`config.mk`:
```
export PLATFORM = sky130hd
export DESIGN_NAME = prtb_front
export DESIGN_NICKNAME = d
export VERILOG_FILES = /design/src/rtl/prtb_pkg.sv /design/src/rtl/prtb_front.sv
export SDC_FILE = /design/constraint.sdc
export NUM_CORES = 1
export LEC_CHECK = 0
export ABC_AREA = 1
export BUFFER_PORTS_ARGS = -buffer_cell sky130_fd_sc_hd__buf_2
export CAP_MARGIN = 15
export CORE_ASPECT_RATIO = 1.4
export CORE_MARGIN = 4
export CORE_UTILIZATION = 53
export CTS_CLUSTER_DIAMETER = 150
export CTS_CLUSTER_SIZE = 10
export DETAILED_ROUTE_END_ITERATION = 10
export PLACE_DENSITY = 0.82
export SYNTH_ARGS = -nofsm -noshare
export SYNTH_HDL_FRONTEND = slang
export SYNTH_SLANG_ARGS = --single-unit
```
`constraint.sdc`:
```
create_clock -name clk -period 4.6 [get_ports clk]
set_input_delay 0.23 -clock clk [delete_from_list [all_inputs] [get_ports clk]]
set_output_delay 0.23 -clock clk [all_outputs]
set_load 0.1 [all_outputs]
```
`src/rtl/prtb_pkg.sv`:
```
`timescale 1ns / 1ps
// ----------------------------------------------------------------------------
// prtb_pkg
// shared widths, trig constants and the vertex word passed from front to back
// ----------------------------------------------------------------------------
package prtb_pkg;

  localparam int COORD_BITS = 24;
  localparam int ANGLE_BITS = 16;

  // sine and cosine are q1.15 held in 17 signed bits
  localparam int TRIG_BITS = 17;
  localparam int TRIG_FRAC = 15;
  localparam int ONE_Q15 = 1 << TRIG_FRAC;
  localparam int Q15_HALF = 1 << (TRIG_FRAC - 1);

  // datapath widths of the transform
  localparam int DIFF_BITS = COORD_BITS + 1;
  localparam int PROD_BITS = TRIG_BITS + DIFF_BITS;
  localparam int SUM_BITS = PROD_BITS + 1;
  localparam int ROT_BITS = SUM_BITS - TRIG_FRAC;
  localparam int XLAT_BITS = ROT_BITS + 2;

  // polynomial sine over one quadrant, q1.30
  localparam int QUAD_BITS = ANGLE_BITS - 2;
  localparam int MUL_W = 31;
  localparam int Q30 = 30;
  localparam int TRIG_XSHIFT = Q30 - QUAD_BITS;
  localparam logic [MUL_W-1:0] TRIG_A = 31'd1686629713;
  localparam logic [MUL_W-1:0] TRIG_B = 31'd688904866;
  localparam logic [MUL_W-1:0] TRIG_C = 31'd76016977;

  localparam int QUEUE_DEPTH = 4;
  localparam int QPTR_BITS = $clog2(QUEUE_DEPTH);

  typedef logic signed [COORD_BITS-1:0] coord_t;

  typedef struct packed {
    logic signed [DIFF_BITS-1:0]  dx;
    logic signed [DIFF_BITS-1:0]  dy;
    logic signed [COORD_BITS-1:0] px;
    logic signed [COORD_BITS-1:0] py;
    logic                         first;
    logic                         last;
  } vtx_entry_t;

endpackage

```
`src/rtl/prtb_front.sv`:
```
`timescale 1ns / 1ps
// ----------------------------------------------------------------------------
// prtb_front
// takes vertex words, latches the pivot at polygon start, forms the offsets
// ----------------------------------------------------------------------------
module prtb_front
  import prtb_pkg::*;
(
  input  logic       clk,
  input  logic       rst,
  input  logic       vertex_valid,
  output logic       vertex_stall,
  input  coord_t     vertex_x,
  input  coord_t     vertex_y,
  input  logic       vertex_last,
  input  logic       blocked,
  input  logic       pivot_mode,
  input  coord_t     fixed_pivot_x,
  input  coord_t     fixed_pivot_y,
  output logic       push,
  output vtx_entry_t push_entry
);

  logic   awaiting_first;
  coord_t pivot_x;
  coord_t pivot_y;
  coord_t piv_x_use;
  coord_t piv_y_use;

  assign vertex_stall = blocked;
  assign push         = vertex_valid && !blocked;

  always_comb begin
    if (awaiting_first) begin
      piv_x_use = pivot_mode ? fixed_pivot_x : vertex_x;
      piv_y_use = pivot_mode ? fixed_pivot_y : vertex_y;
    end else begin
      piv_x_use = pivot_x;
      piv_y_use = pivot_y;
    end
    push_entry.dx    = DIFF_BITS'(vertex_x) - DIFF_BITS'(piv_x_use);
    push_entry.dy    = DIFF_BITS'(vertex_y) - DIFF_BITS'(piv_y_use);
    push_entry.px    = piv_x_use;
    push_entry.py    = piv_y_use;
    push_entry.first = awaiting_first;
    push_entry.last  = vertex_last;
  end

  always_ff @(posedge clk) begin
    if (rst) begin
      awaiting_first <= 1'b1;
    end else if (push) begin
      awaiting_first <= vertex_last;
    end
  end

  always_ff @(posedge clk) begin
    if (push && awaiting_first) begin
      pivot_x <= piv_x_use;
      pivot_y <= piv_y_use;
    end
  end

endmodule

```
* Word level (Yosys, flattened, before mapping)
Cells that the tools add are included.
Storage, ports and cells: bits in registers 49, latch bits 0, bits in writable memories 0, bits in read-only memories 0, input bits 102, output and inout port bits 102, word-level logic and storage cells 12, memories kept 0
Cells by class: add/sub/neg operators 2, multipliers 0, divide/modulo/power cells 0, $lt $le $gt $ge 0, equality and inequality tests 0, shifts and indexed selects 0, multiplexer cells 4, bitwise operators 0, reductions and logical operators 3
Operators with widths (count):
- $mux 24 | 4
- $sub 24x24->25 | 2
- $logic_and 1x1->1 | 2
- $logic_not 1->1 | 1

* Longest topological paths before layout
depth in word-level cells 3, depth in mapped cells 18, depth with buffers taken out 16

* Worst setup path after synthesis
Ideal clock, no wire load.
path type reg-to-output, start point reg awaiting_first, end point out push_entry[91] (netlist name), data arrival time 5.549 ns, required time 4.370 ns, setup slack -1.179 ns, stages on the path, launching flop included 15, path buffers 2, path through dfxtp_1 > buf_4 > clkbuf_2 > o21ai_0 > o21ai_0 > ha_1 > fa_1 > inv_1 > nand2_1 > nand2_1 > nand3_1 > nand2_2 > nand2_1 > nand2_1 > xor2_1
RTL lines:
- from (decl) | RTL line prtb_front.sv:24 | logic awaiting_first;
- from (signal assigned) | RTL line prtb_front.sv:53 | awaiting_first <= vertex_last;
- to (decl) | RTL line prtb_front.sv:21 | output vtx_entry_t push_entry

==> reports/metrics.csv <==
stage;metric;value;unit
die;ios;204;
worst_setup_path;cp.arrival;3430;ps
cts;cts-root-buf;clkbuf_16;
job;drv_cap;0;
global_routing;grt_antenna_before_repair;1;
routing;drt-total-wl;19.90;mm
synth;synth.area.top_cells;edfxtp_1 22%, nand2_1 21%, inv_1 16%;
hold_path;hold_path_class;input pin to flip-flop;
synth;synth-edff-count;48;
cells_and_area;area_growth;20.02;%
sta;post-route-period-util;79.57;%
sta;timing.fmax;0.2732;GHz
status;status;finished, final reports clean;
synth;ys_seq_area_share;22.53;%
sta;tightest_slew;1004;ps
worst_setup_path;ff2ff_path_depth;3;
synth;syn_area_per_cell;5.726;µm²
routing;drc;0;
cts;postCtsHoldBufs;0;
worst_setup_path;start_kind;flip-flop;
cts;clkTransAtPathRegs;70;ps
synth;synth_top_area_share;22.22;%
routing;avgRoutedWirePerCell;13.51;µm
cts;clockBufferDepth;2;
global_routing;grt_max_degree;51;
synth;ys_seq_elements;49;
worst_setup_path;worstSetupEndpointType;output pin;
worst_setup_path;crit_type;flip-flop to output pin;
sta;skew;7.809;ps
placement;place_ws;1216;ps
cells_and_area;final_nets;1476;
sta;final.min_clock_period;3660;ps
routing;drtIter0Drc;258;
synth;synth_warnings;0;
pwr;power_density;448.9;nW/µm²
placement;portBuffers;203;
die;rows;47;
sta;rsz0062_at_grt;no;
cells_and_area;mostFrequentLayoutCells;355 x nand2_1, 279 x inv_1, 203 x buf_2, 143 x nor2_1, 50 x o21ai_0;
placement;hpwlAfterDp;16.02;mm
routing;viasPerCell;4.988;
cells_and_area;layout_commonest_cell;nand2_1;
synth;synth_area_leader_cell;edfxtp_1;
pwr;power;3.496;mW
global_routing;grt.total_usage;27.85;%
synth;syn_nets;1285;
cells_and_area;drive_gt1_share;18.49;%
synth;synthFlopType;edfxtp_1;
sta;fin_tns_setup;0;ps
cts;cts_max_level;2;
die;dieArea;14100;µm²
cts;clk_latency;290;ps
routing;vias;7348;
synth;synth.distinct_cells;28;
sta;setup_viol;0;
pwr;p_leak;4.770;nW
cts;cts_setup_buffers;0;
sta;drv_slew;0;
die;start_util;54.61;%
sta;worst_slack;939.6;ps
routing;first_pass_iters;6;
die;core_area;11880;µm²
hold_path;holdPathStages;2;
cts;numCtsBuffers;5;
cts;clkSinkCount;49;
worst_setup_path;critPathMaxFanout;50;
global_routing;overflow;0;
cells_and_area;fin_util;65.55;%
placement;gp_congestion;0.9628;
cts;cts_resized;0;
worst_setup_path;required;4370;ps
cts;cts_tree;done;
synth;syn_area;6487;µm²
sta;slew_headroom;32.99;%
die;fp.dieW;101.5;µm
global_routing;grt_pass1_wl;31.99;mm
global_routing;grt_pass1_vias;7246;
synth;ys_async_sr_fraction;0;%
synth;synthCells;1133;
routing;drtAntennaViolNets;0;
sta;finalHoldViolations;0;
pwr;ir_drop;506.1;µV
die;die_y;138.9;µm
[worst max-delay path: stages, from the launching register on]
cell	delay, ps
dfxtp_2	330
inv_2	720
a21oi_1	70
o21ai_0	110
o21ai_1	180
fa_1	490
inv_1	120
nand2_1	60
nand2_1	90
nand3_1	80
nand2_2	140
nand2_1	70
nand2_1	80
xor2_1	150
buf_2	440
[stage by stage]
stage | area [µm²] | cells | hold slack (ps)
2_1_floorplan | 6533 | 1133 | 328.6
3_3_place_gp | 7637 | 1464 | 424.7
3_5_place_dp | 7637 | 1464 | 422.1
4_1_cts | 7784 | 1472 | 115.0
5_1_grt | 7786 | 1473 | 124.7
6_report | 7786 | 1473 | 117.3
[per-layer routing]
layer	wire, µm	share of wire [%]	global-route usage, %
met4	773	3.9	12.68
met3	1137	5.7	3.372
met1	7172	36	28.15
met2	10820	54	54.38
met5	0	0	0
[cell type report]
type | count | area, µm²
Antenna cell | 1 | 2.502
Multi-Input combinational cell | 781 | 3881
Sequential cell | 49 | 1463
Timing Repair Buffer | 207 | 1059
Clock buffer | 8 | 146.4
Tap cell | 147 | 183.9
Fill cell | 1198 | 4093
Inverter | 280 | 1051
[worst paths after layout]
| check | startpoint | slack (ps) | to |
|---|---|---|---|
| min reg2reg | pivot_y[0]$_DFFE_PP_ | 570 | pivot_y[0]$_DFFE_PP_ |
| max | awaiting_first$_SDFFE_PP1P_ | 940 | push_entry[62] |
| max reg2reg | awaiting_first$_SDFFE_PP1P_ | 2260 | pivot_x[19]$_DFFE_PP_ |
| min | rst | 120 | awaiting_first$_SDFFE_PP1P_ |
[flip-flops by register name (all words and copies together), names as in the netlist]
name / cells
awaiting_first: 1
pivot_x: 24
pivot_y: 24
[cell families (layout without fill, tap and decap cells)]
family                   count (synthesis)  in the layout  synth area share, %
flip-flops                              49             49                22.53
adder cells (fa/ha/maj)                 50             50                9.875
buffers and inverters                  303            495                18.46
AO/OA/AOI/OAI                          123            123                9.547
other                                    0              1                    0
AND/OR/NAND/NOR                        582            582                36.08
XOR/XNOR                                26             26                3.510
[synth_stat cells (4+ instances only)]
cell,number
buf_2,5
inv_1,279
buf_4,4
nand2_2,5
nand2_1,355
xor2_1,24
nand4_1,13
o21ai_1,6
nor2_1,144
nand3_1,42
o21ai_0,90
nor2_2,11
a21oi_1,26
clkbuf_1,8
buf_6,5
nand3b_1,4
ha_1,48
edfxtp_1,48
[power by group]
part	switching, mW	internal [mW]	leakage (nW)
Combinational	2.11	0.454	4.24
Sequential	0.00602	0.527	0.454
Clock	0.176	0.218	0.0712
Note: power is estimated with default switching activity, not from simulation.
