## config.mk

```make
export PLATFORM = sky130hd
export DESIGN_NAME = prtb_queue
export DESIGN_NICKNAME = d
export VERILOG_FILES = /design/src/rtl/prtb_pkg.sv /design/src/rtl/prtb_queue.sv
export SDC_FILE = /design/constraint.sdc
export NUM_CORES = 1
export LEC_CHECK = 0
export BUFFER_PORTS_ARGS = -buffer_cell sky130_fd_sc_hd__buf_2
export CAP_MARGIN = 15
export CORE_ASPECT_RATIO = 1.1
export CORE_MARGIN = 2
export CORE_UTILIZATION = 50
export CTS_CLUSTER_SIZE = 28
export DETAILED_ROUTE_END_ITERATION = 10
export GPL_TIMING_DRIVEN = 0
export HOLD_SLACK_MARGIN = 0.08
export PLACE_DENSITY = 0.71
export SLEW_MARGIN = 15
export SYNTH_ARGS = -nofsm -noshare
export SYNTH_HDL_FRONTEND = slang
export SYNTH_SLANG_ARGS = --single-unit
```

## constraint.sdc

```tcl
create_clock -name clk -period 6.2 [get_ports clk]
set_input_delay 0.31 -clock clk [delete_from_list [all_inputs] [get_ports clk]]
set_output_delay 0.31 -clock clk [all_outputs]
set_load 0.05 [all_outputs]
```

## src/rtl/prtb_pkg.sv

```systemverilog
`timescale 1ns / 1ps
// ----------------------------------------------------------------------------
// prtb_pkg
// shared widths, trig constants and the vertex word passed from front to back
// ----------------------------------------------------------------------------
package prtb_pkg;

  localparam int COORD_BITS = 24;
  localparam int ANGLE_BITS = 16;

  // sine and cosine are q1.15 held in 17 signed bits
  localparam int TRIG_BITS = 17;
  localparam int TRIG_FRAC = 15;
  localparam int ONE_Q15 = 1 << TRIG_FRAC;
  localparam int Q15_HALF = 1 << (TRIG_FRAC - 1);

  // datapath widths of the transform
  localparam int DIFF_BITS = COORD_BITS + 1;
  localparam int PROD_BITS = TRIG_BITS + DIFF_BITS;
  localparam int SUM_BITS = PROD_BITS + 1;
  localparam int ROT_BITS = SUM_BITS - TRIG_FRAC;
  localparam int XLAT_BITS = ROT_BITS + 2;

  // polynomial sine over one quadrant, q1.30
  localparam int QUAD_BITS = ANGLE_BITS - 2;
  localparam int MUL_W = 31;
  localparam int Q30 = 30;
  localparam int TRIG_XSHIFT = Q30 - QUAD_BITS;
  localparam logic [MUL_W-1:0] TRIG_A = 31'd1686629713;
  localparam logic [MUL_W-1:0] TRIG_B = 31'd688904866;
  localparam logic [MUL_W-1:0] TRIG_C = 31'd76016977;

  localparam int QUEUE_DEPTH = 4;
  localparam int QPTR_BITS = $clog2(QUEUE_DEPTH);

  typedef logic signed [COORD_BITS-1:0] coord_t;

  typedef struct packed {
    logic signed [DIFF_BITS-1:0]  dx;
    logic signed [DIFF_BITS-1:0]  dy;
    logic signed [COORD_BITS-1:0] px;
    logic signed [COORD_BITS-1:0] py;
    logic                         first;
    logic                         last;
  } vtx_entry_t;

endpackage

```

## src/rtl/prtb_queue.sv

```systemverilog
`timescale 1ns / 1ps
// ----------------------------------------------------------------------------
// prtb_queue
// small fifo of vertex words between the front and the transform pipeline
// ----------------------------------------------------------------------------
module prtb_queue
  import prtb_pkg::*;
(
  input  logic       clk,
  input  logic       rst,
  input  logic       push,
  input  vtx_entry_t push_entry,
  input  logic       pop,
  output logic       empty,
  output logic       full,
  output vtx_entry_t head
);

  vtx_entry_t           slots [QUEUE_DEPTH];
  logic [QPTR_BITS-1:0] wr_ptr;
  logic [QPTR_BITS-1:0] rd_ptr;
  logic [QPTR_BITS:0]   count;

  assign empty = (count == '0);
  assign full  = (count == (QPTR_BITS + 1)'(QUEUE_DEPTH));
  assign head  = slots[rd_ptr];

  always_ff @(posedge clk) begin
    if (rst) begin
      wr_ptr <= '0;
      rd_ptr <= '0;
      count  <= '0;
    end else begin
      if (push) begin
        wr_ptr <= wr_ptr + 1'b1;
      end
      if (pop) begin
        rd_ptr <= rd_ptr + 1'b1;
      end
      case ({push, pop})
        2'b10:   count <= count + 1'b1;
        2'b01:   count <= count - 1'b1;
        default: count <= count;
      endcase
    end
  end

  always_ff @(posedge clk) begin
    if (push) begin
      slots[wr_ptr] <= push_entry;
    end
  end

endmodule

```

# Yosys cells after proc, flatten, opt, wreduce, memory -nomap -nowiden
# Memories as Yosys holds them, arrays and structs flattened. A register that Yosys moved wholly into a read port is not among the register bits.
# Index checks and enable logic that the tools add are counted.
[totals]
regBits = 7
ram_bits = 400
input_bits = 104
output_inout_bits = 102
elab_cells = 18
n_memories = 1
[memory_table]
columns = ["memory", "depth", "word_bits", "read_ports", "rd_clocked_by_memory_dff", "wr", "line_no", "source"]
rows = [
  ["slots", 4, 100, 1, 1, 1, "prtb_queue.sv:19", "vtx_entry_t slots [QUEUE_DEPTH];"],
]
[op_classes]
add_sub_neg = 4
n_eq_ne = 3
n_mux = 5
n_reduce_logical = 2
[op_table]
columns = ["operator", "count"]
rows = [
  ["$pmux 3 s2", 1],
  ["$add 2x1->2 const B", 2],
  ["$mux 2", 2],
  ["$add 3x1->3 const B", 1],
  ["$eq 3x3->1 const B", 1],
  ["$logic_not 3->1", 1],
  ["$sub 3x1->3 const B", 1],
  ["$eq 2x1->1 const B", 1],
  ["$eq 2x2->1 const B", 1],
  ["$mux 1", 2],
  ["$reduce_bool 2->1", 1],
]

# Longest topological paths before layout
[depth]
word_depth = 3
mapped_depth = 7
mapped_depth_nobuf = 7

# Worst setup path after synthesis
# No wires, ideal clock.
[synth_path]
path_type = "reg2reg"
startpoint = "register wr_ptr[0]"
endpoint = "memory slots[0][0] (netlist name) (enable)"
setup_time_ns = 0.470
t_arrival_ns = 2.854
required_ns = 5.730
path_slack_ns = 2.877
stages_incl_launch_ff = 4
n_path_buf = 0
period_less_slack_ns = 3.323
cell_sequence = "dfxtp_1 -> inv_1 -> ha_1 -> and2_1"
[synth_rtl]
columns = ["item", "line_no", "source"]
rows = [
  ["start, declared", "prtb_queue.sv:20", "logic [QPTR_BITS-1:0] wr_ptr;"],
  ["start signal, assigned", "prtb_queue.sv:35", "wr_ptr <= wr_ptr + 1'b1;"],
  ["end, declared", "prtb_queue.sv:19", ""],
]
# Straight into the memory's write port.

==> impl_metrics.csv <==
group,metric,value,unit
status,status,"complete, no violations",
place,post_dp_cell_area,0.01668,mm2
sta,worst_slew_pin_slew,0.8107,ns
job,max_cap_viol_count,0,
setup_path,cp_max_fo,10,
pwr,swShare,0.2503,
floorplan,design.die.area,0.03133,mm2
sta,max_freq,358.1,MHz
grt,grt_antenna_before_repair,0,
cells_and_area,drive_above_1_share,0.4149,
floorplan,start_util,0.5076,
setup_path,end_kind,"output pin",
sta,rsz0062_at_grt,"no",
setup_path,crit_path_start_kind,"register",
cells_and_area,layout.nets,1032,
setup_path,cp_common_cell,"buf_2",
synthesis,synth_compound_area_frac,0.001003,
sta,min_period_over_period,0.4504,
grt,grt_pass1_wl,42.61,mm
setup_path,crit_chain,"buf_1, buf_2, mux4_2, buf_2",
routing,remaining_drc_errors,0,
clock_tree,cts_resized,0,
sta,whs,0.1210,ns
grt,grt_remaining_overflow,0,
clock_tree,max-clock-path-buffers,3,
cells_and_area,syn_to_final_growth,26.68,%
grt,grt_max_degree,52,
pwr,power_frac_comb,0.151,
pwr,power.leakage,6.502,nW
synthesis,ys_warn_count,0,
clock_tree,h-tree-depth,2,
routing,drtIter0Drc,530,
clock_tree,cts_root_buf,"clkbuf_16",
clock_tree,cts_sinks,409,
synthesis,synth_xor_area_frac,0.002927,
setup_path,slowest_delay,0.61,ns
clock_tree,cts_tree,"built",
sta,finalSetupTns,0,ns
floorplan,die_w,168.9,um
pwr,power.internal,0.004890,W
floorplan,die_h,185.4,um
routing,ant_nets,0,
place,hpwl,16.87,mm
cells_and_area,design_area,0.01896,mm2
grt,first_global_vias,7689,
clock_tree,worstSkewPairLatency,0.51,ns
setup_path,crit_family,"buffers and inverters",
synthesis,synth_area,0.01496,mm2
clock_tree,clk_pin_slew,0.06,ns
synthesis,yosysSeqAreaShare,0.8148,
sta,setup_viol,0,
synthesis,synth_top_family_by_area,"multiplexers",
place,io_buffers,204,
setup_path,crit_type,"register to output pin",
setup_path,arrival,2.48,ns
clock_tree,cts_buffers,39,
cells_and_area,final_common_cell,"edfxtp_1",
pwr,power_density,344.1,mW/mm2
synthesis,synth-simple-area-share,0.005101,
min_path,hp-class,"input port to register",
sta,report.final.hold_viol_count,0,
synthesis,synth-adder-area-share,0.005519,
setup_path,cp_slowest_cell,"buf_1",
floorplan,rows,66,
synthesis,syn_avg_cell_area,26.30,um2
routing,viasPerCell,5.332,
pwr,sequentialPowerShare,0.492,
routing,wl,28.15,mm
place,gp_congestion,0.7581,
floorplan,io_pins,206,
synthesis,synth.distinct_cells,22,
floorplan,core_area,0.02948,mm2
grt,track_usage,0.1806,
cells_and_area,fill_cells,1874,
sta,slew_viol_final,0,
pwr,pwr-share-clk,0.358,
sta,finalWorstSetupSlack,3.408,ns
pwr,p_sw,0.001632,W
setup_path,required,5.89,ns
sta,skew,0.01242,ns
pwr,ir_drop,295.2,uV
cells_and_area,final_cell_mix,"400 x edfxtp_1, 214 x buf_2, 100 x mux4_2, 100 x dlygate4sd3_1, 41 x clkbuf_16",
sta,slew_headroom,0.4595,
synthesis,synthCells,569,
synthesis,synth_fp_nets,679,
cells_and_area,final_util,0.6430,
place,post-place-ws,3.958,ns
setup_path,cp_num_buf_inv,3,
synthesis,synth_seq_cells,409,
routing,wl_per_cell,21.21,um
sta,layout_min_cycle_time,2.792,ns
routing,dr.pass1.iters,5,
routing,vias,7075,
synthesis,synthMuxAreaShare,0.1512,
## stage by stage
step / cells / total power [W]
after detailed placement: 1155 / 0.004205
after floorplan: 569 / 0.003954
after CTS: 1326 / 0.006583
after global placement: 1147 / 0.004176
after global routing: 1326 / 0.006737
final: 1327 / 0.006522
## layout make-up
| class | count | area, um2 | area share |
|---|---|---|---|
| inverter | 6 | 22.52 | 0.001188 |
| antenna | 1 | 2.502 | 0.0001320 |
| tap | 374 | 467.9 | 0.02469 |
| clock buffer | 50 | 1060 | 0.05591 |
| timing repair buffer | 312 | 2242 | 0.1183 |
| sequential | 409 | 12190 | 0.6432 |
| buffer | 23 | 269.0 | 0.01419 |
| multi-input combinational | 131 | 2490 | 0.1314 |
| clock inverter | 21 | 210.2 | 0.01109 |
## cells in the mapped netlist
| cell type | number | area, um2 |
|---|---|---|
| a21oi_1 | 2 | 10.01 |
| and2_1 | 4 | 25.02 |
| and3_1 | 1 | 6.260 |
| buf_1 | 1 | 3.750 |
| buf_12 | 10 | 200.2 |
| buf_2 | 10 | 50.05 |
| buf_6 | 1 | 11.26 |
| clkbuf_1 | 1 | 3.750 |
| dfxtp_1 | 9 | 180.2 |
| edfxtp_1 | 400 | 12010 |
| fa_1 | 1 | 20.02 |
| ha_1 | 5 | 62.56 |
| inv_1 | 6 | 22.52 |
| mux2i_1 | 1 | 10.01 |
| mux4_2 | 100 | 2252 |
| nand2_1 | 1 | 3.750 |
| nor2_1 | 8 | 30.03 |
| nor3_1 | 1 | 5.000 |
| o21ai_0 | 1 | 5.000 |
| or3_1 | 1 | 6.260 |
| xnor2_1 | 2 | 17.52 |
| xor2_1 | 3 | 26.28 |
## final timing paths
path | slack, ns | end | from | cells past startpoint
setup reg to reg | 4.59 | slots[2][59]$_DFFE_PP_ | wr_ptr[0]$_SDFFE_PP0P_ | 4
hold reg to reg | 0.51 | count[2]$_SDFFE_PP0P_ | count[2]$_SDFFE_PP0P_ | 2
setup / recovery | 3.41 | head[22] | register | 4
hold / removal | 0.12 | wr_ptr[1]$_SDFFE_PP0P_ | rst | 2
## sequential cells by signal, indices dropped and copies added (netlist names), named ones only
signal and count:
wr_ptr 2, slots 400, rd_ptr 2, count 3
## power by group through the flow
stage / registers, W / logic (W) / clock network (W)
after global placement: 0.00327 / 0.000901 / 0
after global routing: 0.00321 / 0.00103 / 0.00249
after detailed placement: 0.00326 / 0.000940 / 0
after CTS: 0.00321 / 0.000995 / 0.00238
after floorplan: 0.00326 / 0.000690 / 0
final: 0.00321 / 0.000984 / 0.00233
## timing repair
| action | in CTS | in global routing |
|---|---|---|
| endpoints found under the hold margin | 400 | 0 |
| setup buffers | 0 | 0 |
| hold buffers | 100 | 0 |
| setup endpoints to repair | 0 | 0 |
## kinds of logic after synthesis
kind of cell,after synthesis
buffers and inverters,29
multiplexers,101
XOR/XNOR,5
AND/OR/NAND/NOR,16
adder cells (fa/ha/maj),6
flip-flops,409
AO/OA/AOI/OAI,3
## per-layer routing
layer,GRT usage,part of all wire
met2,0.3254,0.54
met3,0.03675,0.050
met4,0.05862,0.022
met1,0.2197,0.39
met5,0,0
Note: power is estimated with default switching activity, not from simulation.
