**src/rtl/prtb_pkg.sv**
```systemverilog
`timescale 1ns / 1ps
// ----------------------------------------------------------------------------
// prtb_pkg
// shared widths, trig constants and the vertex word passed from front to back
// ----------------------------------------------------------------------------
package prtb_pkg;

  localparam int COORD_BITS = 24;
  localparam int ANGLE_BITS = 16;

  // sine and cosine are q1.15 held in 17 signed bits
  localparam int TRIG_BITS = 17;
  localparam int TRIG_FRAC = 15;
  localparam int ONE_Q15 = 1 << TRIG_FRAC;
  localparam int Q15_HALF = 1 << (TRIG_FRAC - 1);

  // datapath widths of the transform
  localparam int DIFF_BITS = COORD_BITS + 1;
  localparam int PROD_BITS = TRIG_BITS + DIFF_BITS;
  localparam int SUM_BITS = PROD_BITS + 1;
  localparam int ROT_BITS = SUM_BITS - TRIG_FRAC;
  localparam int XLAT_BITS = ROT_BITS + 2;

  // polynomial sine over one quadrant, q1.30
  localparam int QUAD_BITS = ANGLE_BITS - 2;
  localparam int MUL_W = 31;
  localparam int Q30 = 30;
  localparam int TRIG_XSHIFT = Q30 - QUAD_BITS;
  localparam logic [MUL_W-1:0] TRIG_A = 31'd1686629713;
  localparam logic [MUL_W-1:0] TRIG_B = 31'd688904866;
  localparam logic [MUL_W-1:0] TRIG_C = 31'd76016977;

  localparam int QUEUE_DEPTH = 4;
  localparam int QPTR_BITS = $clog2(QUEUE_DEPTH);

  typedef logic signed [COORD_BITS-1:0] coord_t;

  typedef struct packed {
    logic signed [DIFF_BITS-1:0]  dx;
    logic signed [DIFF_BITS-1:0]  dy;
    logic signed [COORD_BITS-1:0] px;
    logic signed [COORD_BITS-1:0] py;
    logic                         first;
    logic                         last;
  } vtx_entry_t;

endpackage

```
**src/rtl/prtb_trig.sv**
```systemverilog
`timescale 1ns / 1ps
// ----------------------------------------------------------------------------
// prtb_trig
// sequenced sine and cosine of the rotation angle on one shared multiplier
// ----------------------------------------------------------------------------
module prtb_trig
  import prtb_pkg::*;
(
  input  logic                        clk,
  input  logic                        rst,
  input  logic                        start,
  input  logic [ANGLE_BITS-1:0]       angle,
  output logic                        busy,
  output logic signed [TRIG_BITS-1:0] cos_value,
  output logic signed [TRIG_BITS-1:0] sin_value
);

  localparam int ARG_BITS = QUAD_BITS + 1;
  localparam int TPROD_BITS = 2 * MUL_W;
  localparam int RND_BITS = MUL_W + 1 - TRIG_FRAC;
  localparam int MAG_BITS = TRIG_BITS - 1;
  localparam int Q_LEN = 1 << QUAD_BITS;

  localparam logic [1:0] QUAD_0 = 2'd0;
  localparam logic [1:0] QUAD_1 = 2'd1;
  localparam logic [1:0] QUAD_2 = 2'd2;

  typedef enum logic [5:0] {
    ST_IDLE   = 6'b000001,
    ST_SQUARE = 6'b000010,
    ST_TERM_C = 6'b000100,
    ST_TERM_B = 6'b001000,
    ST_TERM_A = 6'b010000,
    ST_ROUND  = 6'b100000
  } state_t;

  state_t                 state;
  logic                   second;
  logic [1:0]             quad;
  logic [QUAD_BITS-1:0]   rem;
  logic [MUL_W-1:0]       xv;
  logic [MUL_W-1:0]       x2;
  logic [MUL_W-1:0]       tv;
  logic [MAG_BITS-1:0]    mag_r;

  logic [MUL_W-1:0]       mul_a;
  logic [MUL_W-1:0]       mul_b;
  logic [TPROD_BITS-1:0]  prod;
  logic [MUL_W-1:0]       prod_q30;
  logic [MUL_W:0]         rnd;
  logic [RND_BITS-1:0]    rnd_mag;
  logic [MAG_BITS-1:0]    mag;
  logic [ARG_BITS-1:0]    arg_r;
  logic [ARG_BITS-1:0]    arg_c;
  logic signed [TRIG_BITS-1:0] sr;
  logic signed [TRIG_BITS-1:0] sc;

  assign busy = (state != ST_IDLE);

  always_comb begin
    mul_a = xv;
    mul_b = xv;
    case (state)
      ST_TERM_C: begin
        mul_a = TRIG_C;
        mul_b = x2;
      end
      ST_TERM_B: begin
        mul_a = TRIG_B - tv;
        mul_b = x2;
      end
      ST_TERM_A: begin
        mul_a = TRIG_A - tv;
        mul_b = xv;
      end
      default: ;
    endcase
    prod     = TPROD_BITS'(mul_a) * TPROD_BITS'(mul_b);
    prod_q30 = prod[MUL_W+Q30-1:Q30];
  end

  // round half up to q1.15 and clamp at one
  always_comb begin
    rnd     = (MUL_W + 1)'(tv) + (MUL_W + 1)'(Q15_HALF);
    rnd_mag = rnd[MUL_W:TRIG_FRAC];
    if (rnd_mag > RND_BITS'(ONE_Q15)) begin
      mag = MAG_BITS'(ONE_Q15);
    end else begin
      mag = rnd_mag[MAG_BITS-1:0];
    end
    sr = $signed({1'b0, mag_r});
    sc = $signed({1'b0, mag});
  end

  assign arg_r = ARG_BITS'(angle[QUAD_BITS-1:0]);
  assign arg_c = ARG_BITS'(Q_LEN) - ARG_BITS'(rem);

  always_ff @(posedge clk) begin
    if (rst) begin
      state     <= ST_IDLE;
      second    <= 1'b0;
      cos_value <= TRIG_BITS'(ONE_Q15);
      sin_value <= '0;
    end else if (start) begin
      state  <= ST_SQUARE;
      second <= 1'b0;
    end else begin
      case (state)
        ST_SQUARE: state <= ST_TERM_C;
        ST_TERM_C: state <= ST_TERM_B;
        ST_TERM_B: state <= ST_TERM_A;
        ST_TERM_A: state <= ST_ROUND;
        ST_ROUND: begin
          if (!second) begin
            second <= 1'b1;
            state  <= ST_SQUARE;
          end else begin
            state <= ST_IDLE;
            // mag_r is sine of r, mag is sine of the quadrant complement
            case (quad)
              QUAD_0: begin
                sin_value <= sr;
                cos_value <= sc;
              end
              QUAD_1: begin
                sin_value <= sc;
                cos_value <= -sr;
              end
              QUAD_2: begin
                sin_value <= -sr;
                cos_value <= -sc;
              end
              default: begin
                sin_value <= -sc;
                cos_value <= sr;
              end
            endcase
          end
        end
        ST_IDLE: ;
        default: state <= ST_IDLE;
      endcase
    end
  end

  always_ff @(posedge clk) begin
    if (start) begin
      quad <= angle[ANGLE_BITS-1:QUAD_BITS];
      rem  <= angle[QUAD_BITS-1:0];
      xv   <= MUL_W'(arg_r) << TRIG_XSHIFT;
    end else begin
      case (state)
        ST_SQUARE: x2 <= prod_q30;
        ST_TERM_C: tv <= prod_q30;
        ST_TERM_B: tv <= prod_q30;
        ST_TERM_A: tv <= prod_q30;
        ST_ROUND: begin
          if (!second) begin
            mag_r <= mag;
            xv    <= MUL_W'(arg_c) << TRIG_XSHIFT;
          end
        end
        default: ;
      endcase
    end
  end

endmodule

```
**config.mk**
```make
export PLATFORM = sky130hd
export DESIGN_NAME = prtb_trig
export DESIGN_NICKNAME = d
export VERILOG_FILES = /design/src/rtl/prtb_pkg.sv /design/src/rtl/prtb_trig.sv
export SDC_FILE = /design/constraint.sdc
export NUM_CORES = 2
export LEC_CHECK = 0
export BUFFER_PORTS_ARGS = -buffer_cell sky130_fd_sc_hd__buf_2
export CORE_ASPECT_RATIO = 1.4
export CORE_MARGIN = 2
export CORE_UTILIZATION = 50
export CTS_BUF_LIST = sky130_fd_sc_hd__clkbuf_8
export CTS_CLUSTER_DIAMETER = 60
export DETAILED_ROUTE_END_ITERATION = 6
export HOLD_SLACK_MARGIN = 0.15
export PLACE_DENSITY = 0.66
export SKIP_LAST_GASP = 1
export SLEW_MARGIN = 20
export SYNTH_ARGS = -nofsm -noshare
export SYNTH_HDL_FRONTEND = slang
export SYNTH_SLANG_ARGS = --single-unit
export TNS_END_PERCENT = 20
```
**constraint.sdc**
```tcl
create_clock -name clk -period 13.3 [get_ports clk]
set_input_delay 2.66 -clock clk [delete_from_list [all_inputs] [get_ports clk]]
set_output_delay 2.66 -clock clk [all_outputs]
set_load 0.02 [all_outputs]
```
Yosys cells after proc, flatten, opt, wreduce, memory -nomap -nowiden. Cells that the tools add are included. W data, S select, Z words.

Bits of input ports: 19. Flip-flop bits (word level): 150. Output and inout port bits: 35. Word-level logic and storage cells: 55.

Multiply operators: 1. Mux-type cells: 11. Order comparisons: 1. Bitwise logic cells: 2. Reductions and logical operators: 11. Eq/ne operators: 11. Add/sub/neg operators: 6.

Operators by type and width (number): $pmux W17 S3 (2); $pmux W31 S3 (1); $mux W30 (3); $mul A31 B31 Y61 (1); $pmux W6 S6 (1); $neg A16 Y17 (2); $add A31 B15 Y32 const B (1); $mux W31 (1); $sub A30 B31 Y31 const A (1); $sub A31 B31 Y31 const A (1); $gt A17 B16 Y1 const B (1); $mux W16 (1); $sub A15 B14 Y15 const A (1); $reduce_and A2 Y1 (4); $eq A6 B1 Y1 const B (1); $eq A6 B2 Y1 const B (1); $eq A6 B3 Y1 const B (1); $eq A6 B4 Y1 const B (1); $eq A6 B5 Y1 const B (1); $eq A6 B6 Y1 const B (1); $ne A6 B1 Y1 const B (1); $reduce_and A3 Y1 (2); $mux W2 (2); $ne A2 B2 Y1 const B (2); other kinds (7) (9).

Depth between registers and ports, before layout.
Depth after elaboration: 5. Mapped depth: 39. Gate-level depth less buffers: 37.

Worst setup path before layout. OpenSTA, ideal clock, no wires.

Path type: flip-flop to flip-flop. Start: reg tv[2]. End: reg tv[30], data pin. Stages on the path, launching flop included: 37. Setup time: 0.273 ns. Arrival time: 9.447 ns. Path buffers: 1. Period minus slack after synthesis: 9.720 ns. Setup slack: 3.580 ns. Data required time: 13.027 ns. Cells stage by stage: edfxtp_1 -> inv_1 -> ha_1 -> nand2b_1 -> a21oi_1 -> o21bai_1 -> a21o_1 -> a31oi_1 -> or2_2 -> a2bb2oi_1 -> a21oi_1 -> nor2_1 -> clkbuf_1 -> nor2_1 -> fa_1 -> fa_1 -> fa_1 -> inv_1 -> fa_1 -> inv_1 -> fa_1 -> fa_1 -> fa_1 -> inv_1 -> fa_1 -> inv_1 -> ha_1 -> a211o_1 -> o22ai_1 -> a211oi_1 -> a2111oi_0 -> o31a_1 -> and3_1 -> nor4_1 -> nor4b_1 -> o41ai_1 -> xnor2_1.

Cells in the longest elaborated chain, start to end: 3. Elaborated cells between the ends (all ways): 4. Those cells by class: 2 x add/sub; 1 x mul; 1 x mux.

RTL lines: start: declaration (line prtb_trig.sv:43) `logic [MUL_W-1:0] tv;`; start signal: assignment (line prtb_trig.sv:154) `ST_TERM_C: tv <= prod_q30;`; start signal: assignment (line prtb_trig.sv:155) `ST_TERM_B: tv <= prod_q30;`; start signal: assignment (line prtb_trig.sv:156) `ST_TERM_A: tv <= prod_q30;`; $sub A31 B31 Y31 or $sub A30 B31 Y31 (tied branches) (line prtb_trig.sv:73, prtb_trig.sv:69); $pmux W31 S3 * (line prtb_trig.sv:63) `case (state)`; $mul A31 B31 Y61 * (line prtb_trig.sv:78) `prod = TPROD_BITS'(mul_a) * TPROD_BITS'(mul_b);`; named net prod[60] (line prtb_trig.sv:48) `logic [TPROD_BITS-1:0] prod;`.

The timed path passes the listed nets; every way through them passes the cells marked *. A chain may end at the register's enable or synchronous reset.

Final worst setup path. Same ends and word-level chain as after synthesis.

==> metrics <==
floorplan die height=334 µm; final count of negative-setup-slack endpoints=0; Design Power=0.00615 W; Post-synth top flop=edfxtp_1; CTS H-tree depth=4; post-synthesis cell area=0.0389 mm²; cts bufs inserted=17; Routed Antenna Nets=0; sequential cell area in the final layout=0.00408 mm²; number of standard-cell rows in the floorplan=121; count of boundary I/O pins=54; multi-input gate area in the final layout=0.0308 mm²; Setup Fix Bufs, Post-CTS=0; fraction of the cycle the final worst path needs=0.845; CTS tree=built; Worst Tran Pin Value=1.29 ns; number of port buffers=53; global-route track usage on met1=0.380; clock-pin slew on the worst setup and hold paths=0.09 ns; Max stage delay on crit path=0.81 ns; Synth Instances=4478; routed wire length=131000 µm; fraction of the yosys area taken by sequential cells=0.105; die area=0.0802 mm²; slowest cell on the critical path=nor2_2; sum of overflow across all layers after global routing=0; drt first-iter violations=2720; Clock Latency Late Sink=0.47 ns; Slew Viols, Final=0; Mean Syn Cell Area=8.70 µm²; summed area of non-filler cells in the final layout=0.0409 mm²; maximum clock insertion buffer count=2; number of clock sinks seen by CTS=150; worst setup path class=flip-flop to flip-flop; area growth from synthesis to layout=5.03%; Slew headroom=0.143; cell class contributing the biggest share of worst-path delay=adder cells; worst setup slack after layout=2.06 ns; largest fanout of any net on the critical path=14; buffer type at the clock tree root=clkbuf_8; via total after detailed routing=31.9k; proportion of register bits with asynchronous set or reset after synthesis=0; maximum number of pins on one net before global-route repair=73; drt via density=5.84; total track usage=0.336; Post-CTS Resized=0; cts-stage hold buffer count=0; post-place setup slack=2.11 ns; number of remaining DRC errors=0; critical path arrival=11.43 ns; share of post-route cells with drive strength above 1=0.0625; setup repair after global routing missed its margin=false; Max IR drop VDD=270 µV; Leakage=20.0 nW; GR Util met3=0.0617; GR met2 Demand/Resource=0.567; Tightest Hold Check Type=flip-flop to flip-flop; Top cell by count, worst path=fa_1; count of distinct cell types in the synthesized netlist=83; Final Hold Fails=0; Synth warnings=0; maxcap violations=0; Area contributors post-synth=fa_1 (43%), edfxtp_1 (8.3%), inv_1 (8.3%); post-synthesis net count=5585; outcome=complete, no violations; startpoint type of the worst setup path=flip-flop; gp weighted congestion=1.03; Filler Cells Inserted=7346; library cell with the largest summed area after synthesis=fa_1; antenna violations before repair=0; final clock skew=0.0245 ns; via count of the first global-routing pass=33.4k; Final min period=11.24 ns; crit path capture type=flip-flop; Placeable Area=0.0775 mm²; nets=5512; most crowded layer after global routing=met2; Worst Path Required=13.49 ns; number of search-and-repair iterations in the first detailed-routing pass=6; worst path buffer plus inverter count=6; floorplan die width=240 µm; Synth Register Bits=150; share of the synthesized area in the top cell type=0.429; total cell area at the placement stage=0.0405 mm²; wire length per cell after detailed routing=24.0 µm; first-pass GRT wire length=199000 µm; sum of net half-perimeters after detailed placement=105000 µm; EDFF count, synth=108; total power per unit cell area=150 mW/mm²; setup TNS=0 ns; Achievable Freq=89.0 MHz; antenna fix cells=0; initial cell density of the core=0.502
[state kept, by name, indices dropped and copies added (netlist names)]
signal	flops
second	1
x2	31
xv	15
quad	2
state	6
rem	14
mag_r	16
cos_value	17
sin_value	17
tv	31
[cells in the mapped netlist, types with 11 or more instances]
| cell type | number |
|---|---|
| o31ai_1 | 13 |
| nand2b_1 | 31 |
| nor3_1 | 44 |
| or2_2 | 21 |
| edfxtp_1 | 108 |
| a211oi_1 | 22 |
| nand3_1 | 43 |
| or3_1 | 20 |
| clkbuf_1 | 234 |
| xnor2_1 | 51 |
| a221oi_1 | 11 |
| nand2_1 | 645 |
| and2_1 | 45 |
| xor2_1 | 31 |
| fa_1 | 835 |
| o22ai_1 | 11 |
| o21a_1 | 19 |
| mux2i_1 | 18 |
| a21oi_1 | 106 |
| nor2_1 | 579 |
| dfxtp_1 | 42 |
| nand4_1 | 19 |
| a21o_1 | 44 |
| ha_1 | 253 |
| and3_1 | 12 |
| nor4_1 | 16 |
| a31oi_1 | 14 |
| inv_1 | 864 |
| o21ai_0 | 128 |
[final cells by class]
| cell class | count | share of cell area |
|---|---|---|
| inverters | 864 | 0.0793 |
| multi-input cells | 3212 | 0.754 |
| clock inverters | 15 | 0.00330 |
| clock buffers | 17 | 0.00572 |
| well taps | 1045 | 0.0320 |
| flip-flops and latches | 150 | 0.0999 |
| repair buffers | 160 | 0.0261 |
[worst paths after layout]
kind | from | to | slack [ns] | cells after the start
worst max-delay path | tv[2] | tv[30] | 2.06 | 36
worst min register to register | cos_value[2] | cos_value[2] | 0.44 | 2
worst max register to register | tv[2] | tv[30] | 2.06 | 36
worst min-delay path | cos_value[2] | cos_value[2] | 0.44 | 2
[logic make-up after synthesis]
logic type | synth area share
buffers and inverters | 0.108
DFF | 0.105
muxes | 0.00896
AOI/OAI and AO/OA | 0.0844
xor gates and xnor gates | 0.0184
adders and majority gates | 0.511
and+or+nand+nor | 0.165
[cells in the final DEF, fill, tap and decap left out, drive strengths merged, types with 19 or more instances in the layout]
cell	n
a211oi	22
a21o	44
a21oi	107
and2	45
buf	160
dfxtp	42
edfxtp	108
fa	835
ha	253
inv	875
nand2	645
nand2b	31
nand3	43
nand4	19
nor2	579
nor3	45
o21a	19
o21ai	134
or2	23
or3	22
xnor2	51
xor2	31
[per-stage QoR]
step | util | instances | hold WS [ns]
floorplan | - | 4478 | 0.475
global placement | 0.523 | 5431 | 0.421
detailed placement | 0.523 | 5431 | 0.426
CTS | 0.528 | 5463 | 0.444
global route | 0.528 | 5463 | 0.463
finish | 0.528 | 5463 | 0.439
[tightest hold or removal path, cell delays in order, from the launching register on]
cell and delay (ns):
dfxtp_1 0.32, nand2_1 0.05, nand2_1 0.04
[routing by layer]
layer,routed length [µm],vias to the layer above,share of wire
met5,0,-,0
met1,44800,16136,0.34
met3,10500,552,0.080
met2,63600,1586,0.48
met4,12400,0,0.094
li1,-,13632,-
[report_power, final]
group	total [W]	switching, W	internal (W)
Sequential	0.000907	0.0000252	0.000882
Clock	0.000350	0.000212	0.000138
Combinational	0.00489	0.00303	0.00186
Note: power is estimated with default switching activity, not from simulation.
